`src/pfgr_pkg.sv`:
```
// Shared types and constants of the proportional glyph renderer.
// No dependencies.
`default_nettype none
package pfgr_pkg;
  localparam int OFFSET_ENTRIES_DEF  = 257;
  localparam int BITMAP_BYTES_DEF    = 4096;
  localparam int MAX_GLYPH_WIDTH_DEF = 32;
  localparam int MAX_GLYPH_ROWS_DEF  = 32;
  localparam int MASK_BITS           = 32;
  localparam int BIT_ADDR_W          = 20;

  typedef enum logic [1:0] {
    OP_WR_OFFSET = 2'd0,
    OP_WR_BITMAP = 2'd1,
    OP_SET_PEN   = 2'd2,
    OP_DRAW      = 2'd3
  } op_t;

  typedef enum logic [2:0] {
    REG_CLIP_LEFT   = 3'd0,
    REG_CLIP_RIGHT  = 3'd1,
    REG_CLIP_TOP    = 3'd2,
    REG_CLIP_BOTTOM = 3'd3,
    REG_FIRST_CODE  = 3'd4,
    REG_END_CODE    = 3'd5,
    REG_GLYPH_ROWS  = 3'd6,
    REG_ROW_STRIDE  = 3'd7
  } reg_idx_t;

  typedef struct packed {
    logic accept;      // input word taken this cycle
    logic rd_hi;       // read offset entry ci+1 instead of ci
    logic latch_off0;
    logic start_glyph;
    logic fetch;
    logic load_out;
    logic next_row;
    logic advance;
  } cmd_t;

  typedef struct packed {
    logic code_ok;
    logic width_ok;
    logic rows_zero;
    logic fetch_done;
    logic last_row;
  } sts_t;
endpackage
`default_nettype wire

```
`src/pfgr_controller.sv`:
```
// Controller: sequences offset lookup, per-row byte fetch and row output.
// Depends on pfgr_pkg.
`default_nettype none
module pfgr_controller
  import pfgr_pkg::*;
(
  input  wire logic       clk,
  input  wire logic       rst,
  input  wire logic       in_valid,
  input  wire logic [1:0] in_op,
  output logic            in_ready,
  output logic            out_valid,
  input  wire logic       out_ready,
  input  wire sts_t       sts,
  output cmd_t            cmd
);
  typedef enum logic [2:0] {
    S_IDLE, S_RD0, S_RD1, S_CHK, S_FETCH, S_ROW
  } state_t;

  state_t state;
  logic   slot_free;

  assign in_ready  = (state == S_IDLE);
  assign slot_free = !out_valid || out_ready;

  // S_RD0 reads entry ci, S_RD1 latches it and reads entry ci+1
  always_comb begin
    cmd = '0;
    cmd.accept = in_valid && in_ready;
    unique case (state)
      S_IDLE:  ;
      S_RD0:   ;
      S_RD1: begin
        cmd.rd_hi      = 1'b1;
        cmd.latch_off0 = 1'b1;
      end
      S_CHK: begin
        cmd.start_glyph = sts.width_ok;
        cmd.advance     = sts.width_ok && sts.rows_zero;
      end
      S_FETCH: cmd.fetch = 1'b1;
      S_ROW: begin
        cmd.load_out = slot_free;
        cmd.next_row = slot_free && !sts.last_row;
        cmd.advance  = slot_free && sts.last_row;
      end
      default: ;
    endcase
  end

  always_ff @(posedge clk) begin
    if (rst) begin
      state     <= S_IDLE;
      out_valid <= 1'b0;
    end else begin
      if (cmd.load_out) out_valid <= 1'b1;
      else if (out_ready) out_valid <= 1'b0;
      unique case (state)
        S_IDLE:  if (cmd.accept && op_t'(in_op) == OP_DRAW) state <= S_RD0;
        S_RD0:   state <= sts.code_ok ? S_RD1 : S_IDLE;
        S_RD1:   state <= S_CHK;
        S_CHK:   state <= (sts.width_ok && !sts.rows_zero) ? S_FETCH : S_IDLE;
        S_FETCH: if (sts.fetch_done) state <= S_ROW;
        S_ROW: begin
          if (slot_free) state <= sts.last_row ? S_IDLE : S_FETCH;
        end
        default: state <= S_IDLE;
      endcase
    end
  end
endmodule
`default_nettype wire

```
`config.mk`:
```
export PLATFORM = sky130hd
export DESIGN_NAME = pfgr_controller
export DESIGN_NICKNAME = d
export VERILOG_FILES = /design/src/pfgr_pkg.sv /design/src/pfgr_controller.sv
export SDC_FILE = /design/constraint.sdc
export NUM_CORES = 1
export LEC_CHECK = 0
export BUFFER_PORTS_ARGS = -buffer_cell sky130_fd_sc_hd__buf_2
export CAP_MARGIN = 20
export CORE_AREA = 3 3 40 42
export DETAILED_ROUTE_END_ITERATION = 10
export DIE_AREA = 0 0 43 45
export HOLD_SLACK_MARGIN = 0.1
export SYNTH_ARGS = -nofsm -noshare
export SYNTH_HDL_FRONTEND = slang
export SYNTH_SLANG_ARGS = --single-unit
```
`constraint.sdc`:
```
create_clock -name clk -period 2.7 [get_ports clk]
set_input_delay 0.27 -clock clk [delete_from_list [all_inputs] [get_ports clk]]
set_output_delay 0.27 -clock clk [all_outputs]
set_load 0.05 [all_outputs]
```
Word level (Yosys, flattened, before mapping)

Cells that the tools add are included.

Register bits after elaboration: 4

Equal/unequal tests: 9
Mux-type cells: 14
Reduce and logical (&&, ||, !) cells: 13

Operator list:

| cell                 | count |
|---|---|
| $pmux W3 S6          | 1 |
| $mux W3              | 5 |
| $eq A3 B2 Y1 const B | 2 |
| $eq A3 B3 Y1 const B | 2 |
| $logic_and A1 B1 Y1  | 6 |
| $mux W2              | 3 |
| $mux W1              | 4 |
| $ne A2 B2 Y1 const B | 2 |
| $eq A3 B1 Y1 const B | 1 |
| $logic_not A1 Y1     | 3 |
| $logic_not A3 Y1     | 1 |
| $reduce_and A3 Y1    | 1 |
| $eq A2 B2 Y1 const B | 1 |
| $ne A2 B1 Y1 const B | 1 |
| $pmux W1 S2          | 1 |
| $reduce_bool A2 Y1   | 1 |
| $logic_or A1 B1 Y1   | 1 |

Longest topological paths before layout

Gate-level depths: netlist (run 1).

Depth after elaboration: 5
Gate-level depth with buffers: 3
Mapped depth without buffers: 3

Worst setup path before layout (run 1)

No wires, ideal clock.

Path type: flip-flop to output port
Start: register state[0]
End: output cmd[7] (netlist bit)
Data arrival time: 2.079 ns
Required time: 2.430 ns
Slack: 0.351 ns
Cell stages (with the launch flop): 3
Path buffers: 0
Path through: dfxtp_1 -> nor3_1 -> and2_1

RTL lines:

| item                   | line                  | source |
|---|---|---|
| start, declared        | pfgr_controller.sv:21 | `state_t state;` |
| start signal, assigned | pfgr_controller.sv:61 | `S_RD0: state <= sts.code_ok ? S_RD1 : S_IDLE;` |
| start signal, assigned | pfgr_controller.sv:63 | `S_CHK: state <= (sts.width_ok && !sts.rows_zero) ? S_FETCH : S_IDLE;` |
| start signal, assigned | pfgr_controller.sv:66 | `if (slot_free) state <= sts.last_row ? S_IDLE : S_FETCH;` |
| end, declared          | pfgr_controller.sv:15 | `output cmd_t cmd` |

==> flow_metrics.tcl, run 1 <==
set metrics [dict create \
    cts_resized 0 \
    drv_slew 0 \
    vias 282 \
    synth_nets 39 \
    cts.sinks 4 \
    fin_util_pct 29.8 \
    ir_worst_vdd_v 0.000136 \
    synth_compound_area_share_pct 24.1 \
    coreArea_um2 1280 \
    tightest_slew_ps 254 \
    gp_congestion 0.694 \
    postCtsSetupBuffers 0 \
    cts.path.max_buffers 2 \
    io_pins 21 \
    drc 0 \
    path_depth 4 \
    die_h_um 45 \
    synthDistinctLibCells 18 \
    instances_no_fill 65 \
    crit_type "flip-flop to output port" \
    synth_area_per_cell_um2 8.89 \
    synth.area.top_cells "dfxtp_1, nand2b_1, nand3b_1" \
    synth_top_family_by_area "simple AND/OR/NAND/NOR gates" \
    setup_viol 0 \
    slew_headroom_pct 83.0 \
    top_usage_layer "met2" \
    status "completed" \
    cp_slowest_stage_delay_ps 450 \
    syn_area_um2 249 \
    met2_usage_pct 10.2 \
    track_usage_pct 7.57 \
    finalHoldViolCount 0 \
    tns_ps 0 \
    synth_simple_gate_area_share_pct 40.7 \
    holdCritPathClass "input port to flip-flop" \
    clock_skew_ps 2.86 \
    dp.cells 62 \
    grt_overflow 0 \
    wire_per_inst_um 9.72 \
    period_needed_ps 1680 \
    cellPowerDensity_nw_per_um2 473 \
    drive_gt1_share_pct 50.0 \
    hpwl_um 538 \
    synth_cells 28 \
    cts_tree "built" \
    fmax_mhz 597 \
    area_growth_pct 53.8 \
    grt_pass1_wl_mm 1.08 \
    yosysTopAreaCell "dfxtp_1" \
    hold-path-cell-count 2 \
    synth_xor_area_share_pct 0 \
    reg2regPathDepth 3 \
    ant_nets 0 \
    p_leak_nw 0.187 \
    use_met3_pct 1.59 \
    firstDrtPassIters 4 \
    io_buffer_count 20 \
    synth_warnings 0 \
    grtUsageMet1_pct 9.86 \
    critPathLaunchType "flip-flop" \
    final.period_utilization_pct 62.0 \
    required_ps 2430 \
    cts.htree.levels 1 \
    synth_top_area_share_pct 32.2 \
    antenna_found_initial 0 \
    diodes 0 \
    rsz0062_at_grt "no" \
    grt_max_degree 9 \
    drtIter0Drc 5 \
    die-area_um2 1940 \
    end_kind "output port" \
    synth_mux_area_share_pct 0 \
    vias_per_cell 4.34 \
    initial_utilization_pct 19.4 \
    dieWidth_um 43 \
    worst-path-max-fanout 8 \
    layout.nets 63 \
    cts_inserted_buffers 3 \
    worstPathCellList "nand3b_1, nor2b_2, a22o_1, buf_2" \
    cp.arrival_ps 1410 \
    hold_buffers 0 \
    grt_pass1_vias 279 \
    ys_seq_elements 4 \
    post_dp_cell_area_um2 360 \
    drt_wl_total_um 632 \
    synth-adder-area-share_pct 0 \
    critPathBufInv 1 \
    path_delay_family "flip-flops" \
    clock_latency_ps 230 \
    yosysSeqAreaShare_pct 32.2 \
    clk_pin_slew_worst_paths_ps 40 \
    finalInstanceArea_um2 383 \
    root_buffer "clkbuf_4" \
    crit_slowest_cell "dfxtp_1" \
    num_rows 13 \
    maxCapViolations 0 \
]
[power breakdown]
part           leakage [nW]   total, W  internal, W  switching, W
logic                 0.141  0.0000443    0.0000157     0.0000286
registers            0.0324  0.0000656    0.0000617    0.00000389
clock network        0.0138  0.0000713    0.0000495     0.0000217
total                 0.187   0.000181     0.000127     0.0000542
[metal layers]
layer,vias up,share of wire (%)
met5,-,0
met4,0,0
met3,0,15
met2,18,41
met1,115,44
li1,149,-
[synth_stat cells (all sizes together)]
cell / count
a211oi: 2
nor2: 2
nand2b: 5
and2: 2
nand3: 1
dfxtp: 4
buf: 1
o32ai: 1
nand3b: 2
a22o: 1
nor2b: 2
and4b: 1
a21oi: 1
a211o: 1
nor3: 1
a31o: 1
[registers in the layout (all words and copies together) (netlist names)]
name and cells:
out_valid 1, state 3
[cell type report]
cell class / count / area, um^2
flip-flops and latches: 4 / 80.1
clock buffers: 3 / 22.5
well taps: 15 / 18.8
multi-input cells: 23 / 161
repair buffers: 20 / 100
fillers: 148 / 902
[cell families after synthesis]
| kind of cell | count (synthesis) |
|---|---|
| buffers and inverters | 1 |
| AO/OA/AOI/OAI | 7 |
| AND/OR/NAND/NOR | 16 |
| flip-flops | 4 |
[worst paths after layout]
check | to | startpoint | slack (ps)
setup reg to reg | state[0] | state[0] | 1640
setup / recovery | cmd[0] | state[0] | 1020
hold reg to reg | out_valid | out_valid | 550
hold / removal | state[2] | rst | 260
[per-stage QoR]
step | worst slack [ps] | power, W | hold WS, ps
2_1_floorplan | 351 | 0.0000967 | 335
4_1_cts | 1010 | 0.000186 | 252
3_5_place_dp | 1260 | 0.000111 | 500
3_3_place_gp | 1290 | 0.000111 | 507
6_report | 1020 | 0.000181 | 260
5_1_grt | 872 | 0.000197 | 264
[worst reg2reg max path, delay by kind of cell (launching register included)]
family / cells / cell delay (ps)
DFF: 1 / 370
and+or+nand+nor: 2 / 480
AOI/OAI and AO/OA: 1 / 90
[cells in the final DEF (no fill, tap or decap), drive strengths merged, types with 2 or more instances in the layout]
| cell type | Yosys | final |
|---|---|---|
| clkbuf | 0 | 3 |
| nand2b | 5 | 5 |
| buf | 1 | 20 |
| dfxtp | 4 | 4 |
| a211oi | 2 | 2 |
| nand3b | 2 | 2 |
| nor2b | 2 | 2 |
| and2 | 2 | 2 |
| nor2 | 2 | 2 |
Power figures use the tool's default switching activity.
==> inputs of run 2 (changes only) <==
- clock period: 2.7 -> 1.7 ns (I/O delays scaled with it)
==> run 2 against run 1 <==
Compared with the run above:
- combinational power rose by 65%
- routed wire length rose by 4.3%
- cell area rose by 5.2%
- worst setup slack got worse by 870 ps
- via count rose by 2.5%
- first-iteration DRC count fell by 80%
- register-to-register slack got worse by 970 ps
- worst hold slack got worse by 100 ps
- die area did not move
- count of clock-buffer cells in the layout did not move
- sequential share of layout area fell by 0.42 points
- critical path type unchanged
- critical endpoint unchanged
- largest cell class unchanged
- largest power group unchanged
==> flow_metrics.tcl, run 2 (synthesized netlist as in run 1, its figures left out) <==
set metrics [dict create \
    num_rows 13 \
    instances_no_fill 65 \
    drt_wl_total_um 659 \
    holdCritPathClass "input port to flip-flop" \
    drc 0 \
    ant_nets 0 \
    cp.arrival_ps 1380 \
    io_pins 21 \
    critPathLaunchType "flip-flop" \
    setup_viol 0 \
    tightest_slew_ps 249 \
    final_common_cell "buf_2" \
    p_leak_nw 0.196 \
    drv_slew 0 \
    coreArea_um2 1280 \
    period_needed_ps 1550 \
    final.period_utilization_pct 91.0 \
    setup_slack_ps 153 \
    slew_headroom_pct 83.5 \
    vias_per_cell 4.45 \
    grt_pass1_vias 268 \
    worstPathCellList "nand3b_1, nor2b_4, a22o_1, buf_2" \
    status "completed" \
    cp_slowest_stage_delay_ps 350 \
    pre_cts_slack_ps 326 \
    clk_pin_slew_worst_paths_ps 40 \
    end_kind "output port" \
    drive_gt1_share_pct 58.0 \
    dp.cells 62 \
    cts.htree.levels 1 \
    die_h_um 45 \
    layout_common_cells "buf_2, nand2b_1, clkbuf_4" \
    r2r_start "state[1]" \
    num-fill-cells 153 \
    top_register "state" \
    layout.nets 63 \
    cts_inserted_buffers 3 \
    path_delay_family "simple AND/OR/NAND/NOR gates" \
    die-area_um2 1940 \
    post_dp_cell_area_um2 378 \
    finalInstanceArea_um2 403 \
    fin_util_pct 31.4 \
    root_buffer "clkbuf_4" \
    grt_pass1_wl_mm 1.04 \
    diodes 0 \
    worst-path-max-fanout 7 \
    hold_path_startpoint "rst" \
    cellPowerDensity_nw_per_um2 731 \
    maxCapViolations 0 \
    grt_max_degree 9 \
    crit_start "state[1]" \
    wire_per_inst_um 10.1 \
    largest_register_ffs 3 \
    cts_tree "built" \
    cts.sinks 4 \
    crit_slowest_cell "dfxtp_1" \
    track_usage_pct 7.33 \
    firstDrtPassIters 2 \
    io_buffer_count 20 \
    ir_worst_vdd_v 0.000284 \
    drtIter0Drc 1 \
    clock_latency_ps 230 \
    crit_type "flip-flop to output port" \
    dieWidth_um 43 \
    area_growth_pct 61.8 \
    vias 289 \
    fmax_mhz 646 \
    cts.path.max_buffers 2 \
    grt_overflow 0 \
    reg.largest.list "state: 3 flops, out_valid: 1 flops" \
    finalHoldViolCount 0 \
    initial_utilization_pct 19.4 \
    critPathBufInv 1 \
    gp_congestion 0.731 \
    clock_skew_ps 2.73 \
    rsz0062_at_grt "no" \
    hpwl_um 536 \
    antenna_found_initial 0 \
    required_ps 1530 \
]
## run 2: layout make-up
type / count / area [um^2] / area share (%)
Multi-Input combinational cell: 23 / 179 / 44.4
Timing Repair Buffer: 20 / 100 / 24.8
Sequential cell: 4 / 82.6 / 20.5
Clock buffer: 3 / 22.5 / 5.59
Tap cell: 15 / 18.8 / 4.66
## run 2: layer usage
layer	up-vias	global-route usage [%]	share of wire, %
li1	148	-	-
met2	17	9.58	37
met5	-	0	0
met3	0	3.98	14
met4	0	3.61	0
met1	124	9.64	49
## run 2: worst paths after layout
check / endpoint / slack [ps] / depth (start not counted)
max reg2reg: state[2] / 670 / 3
max: cmd[0] / 150 / 4
min reg2reg: state[1] / 500 / 1
min: state[2] / 160 / 2
## run 2: through the flow
stage          setup TNS, ps  power, W  hold slack, ps
2_1_floorplan          -76.7  0.000155             235
3_3_place_gp               0  0.000179             410
6_report                   0  0.000295             159
4_1_cts                    0  0.000300             156
5_1_grt                    0  0.000310             162
3_5_place_dp               0  0.000179             402
## run 2: report_power, final
part,total [W],internal [W],switching [W]
logic,0.0000731,0.0000260,0.0000470
clock network,0.000117,0.0000789,0.0000379
registers,0.000105,0.0000984,0.00000643
## run 2: repair_timing
| item | CTS | global route |
|---|---|---|
| setup buffers | 0 | 0 |
| endpoints found under the hold margin | 0 | 0 |
| hold buffers | 0 | 0 |
| endpoints found under the setup margin | 0 | 2 |
| resized for setup | 0 | 2 |
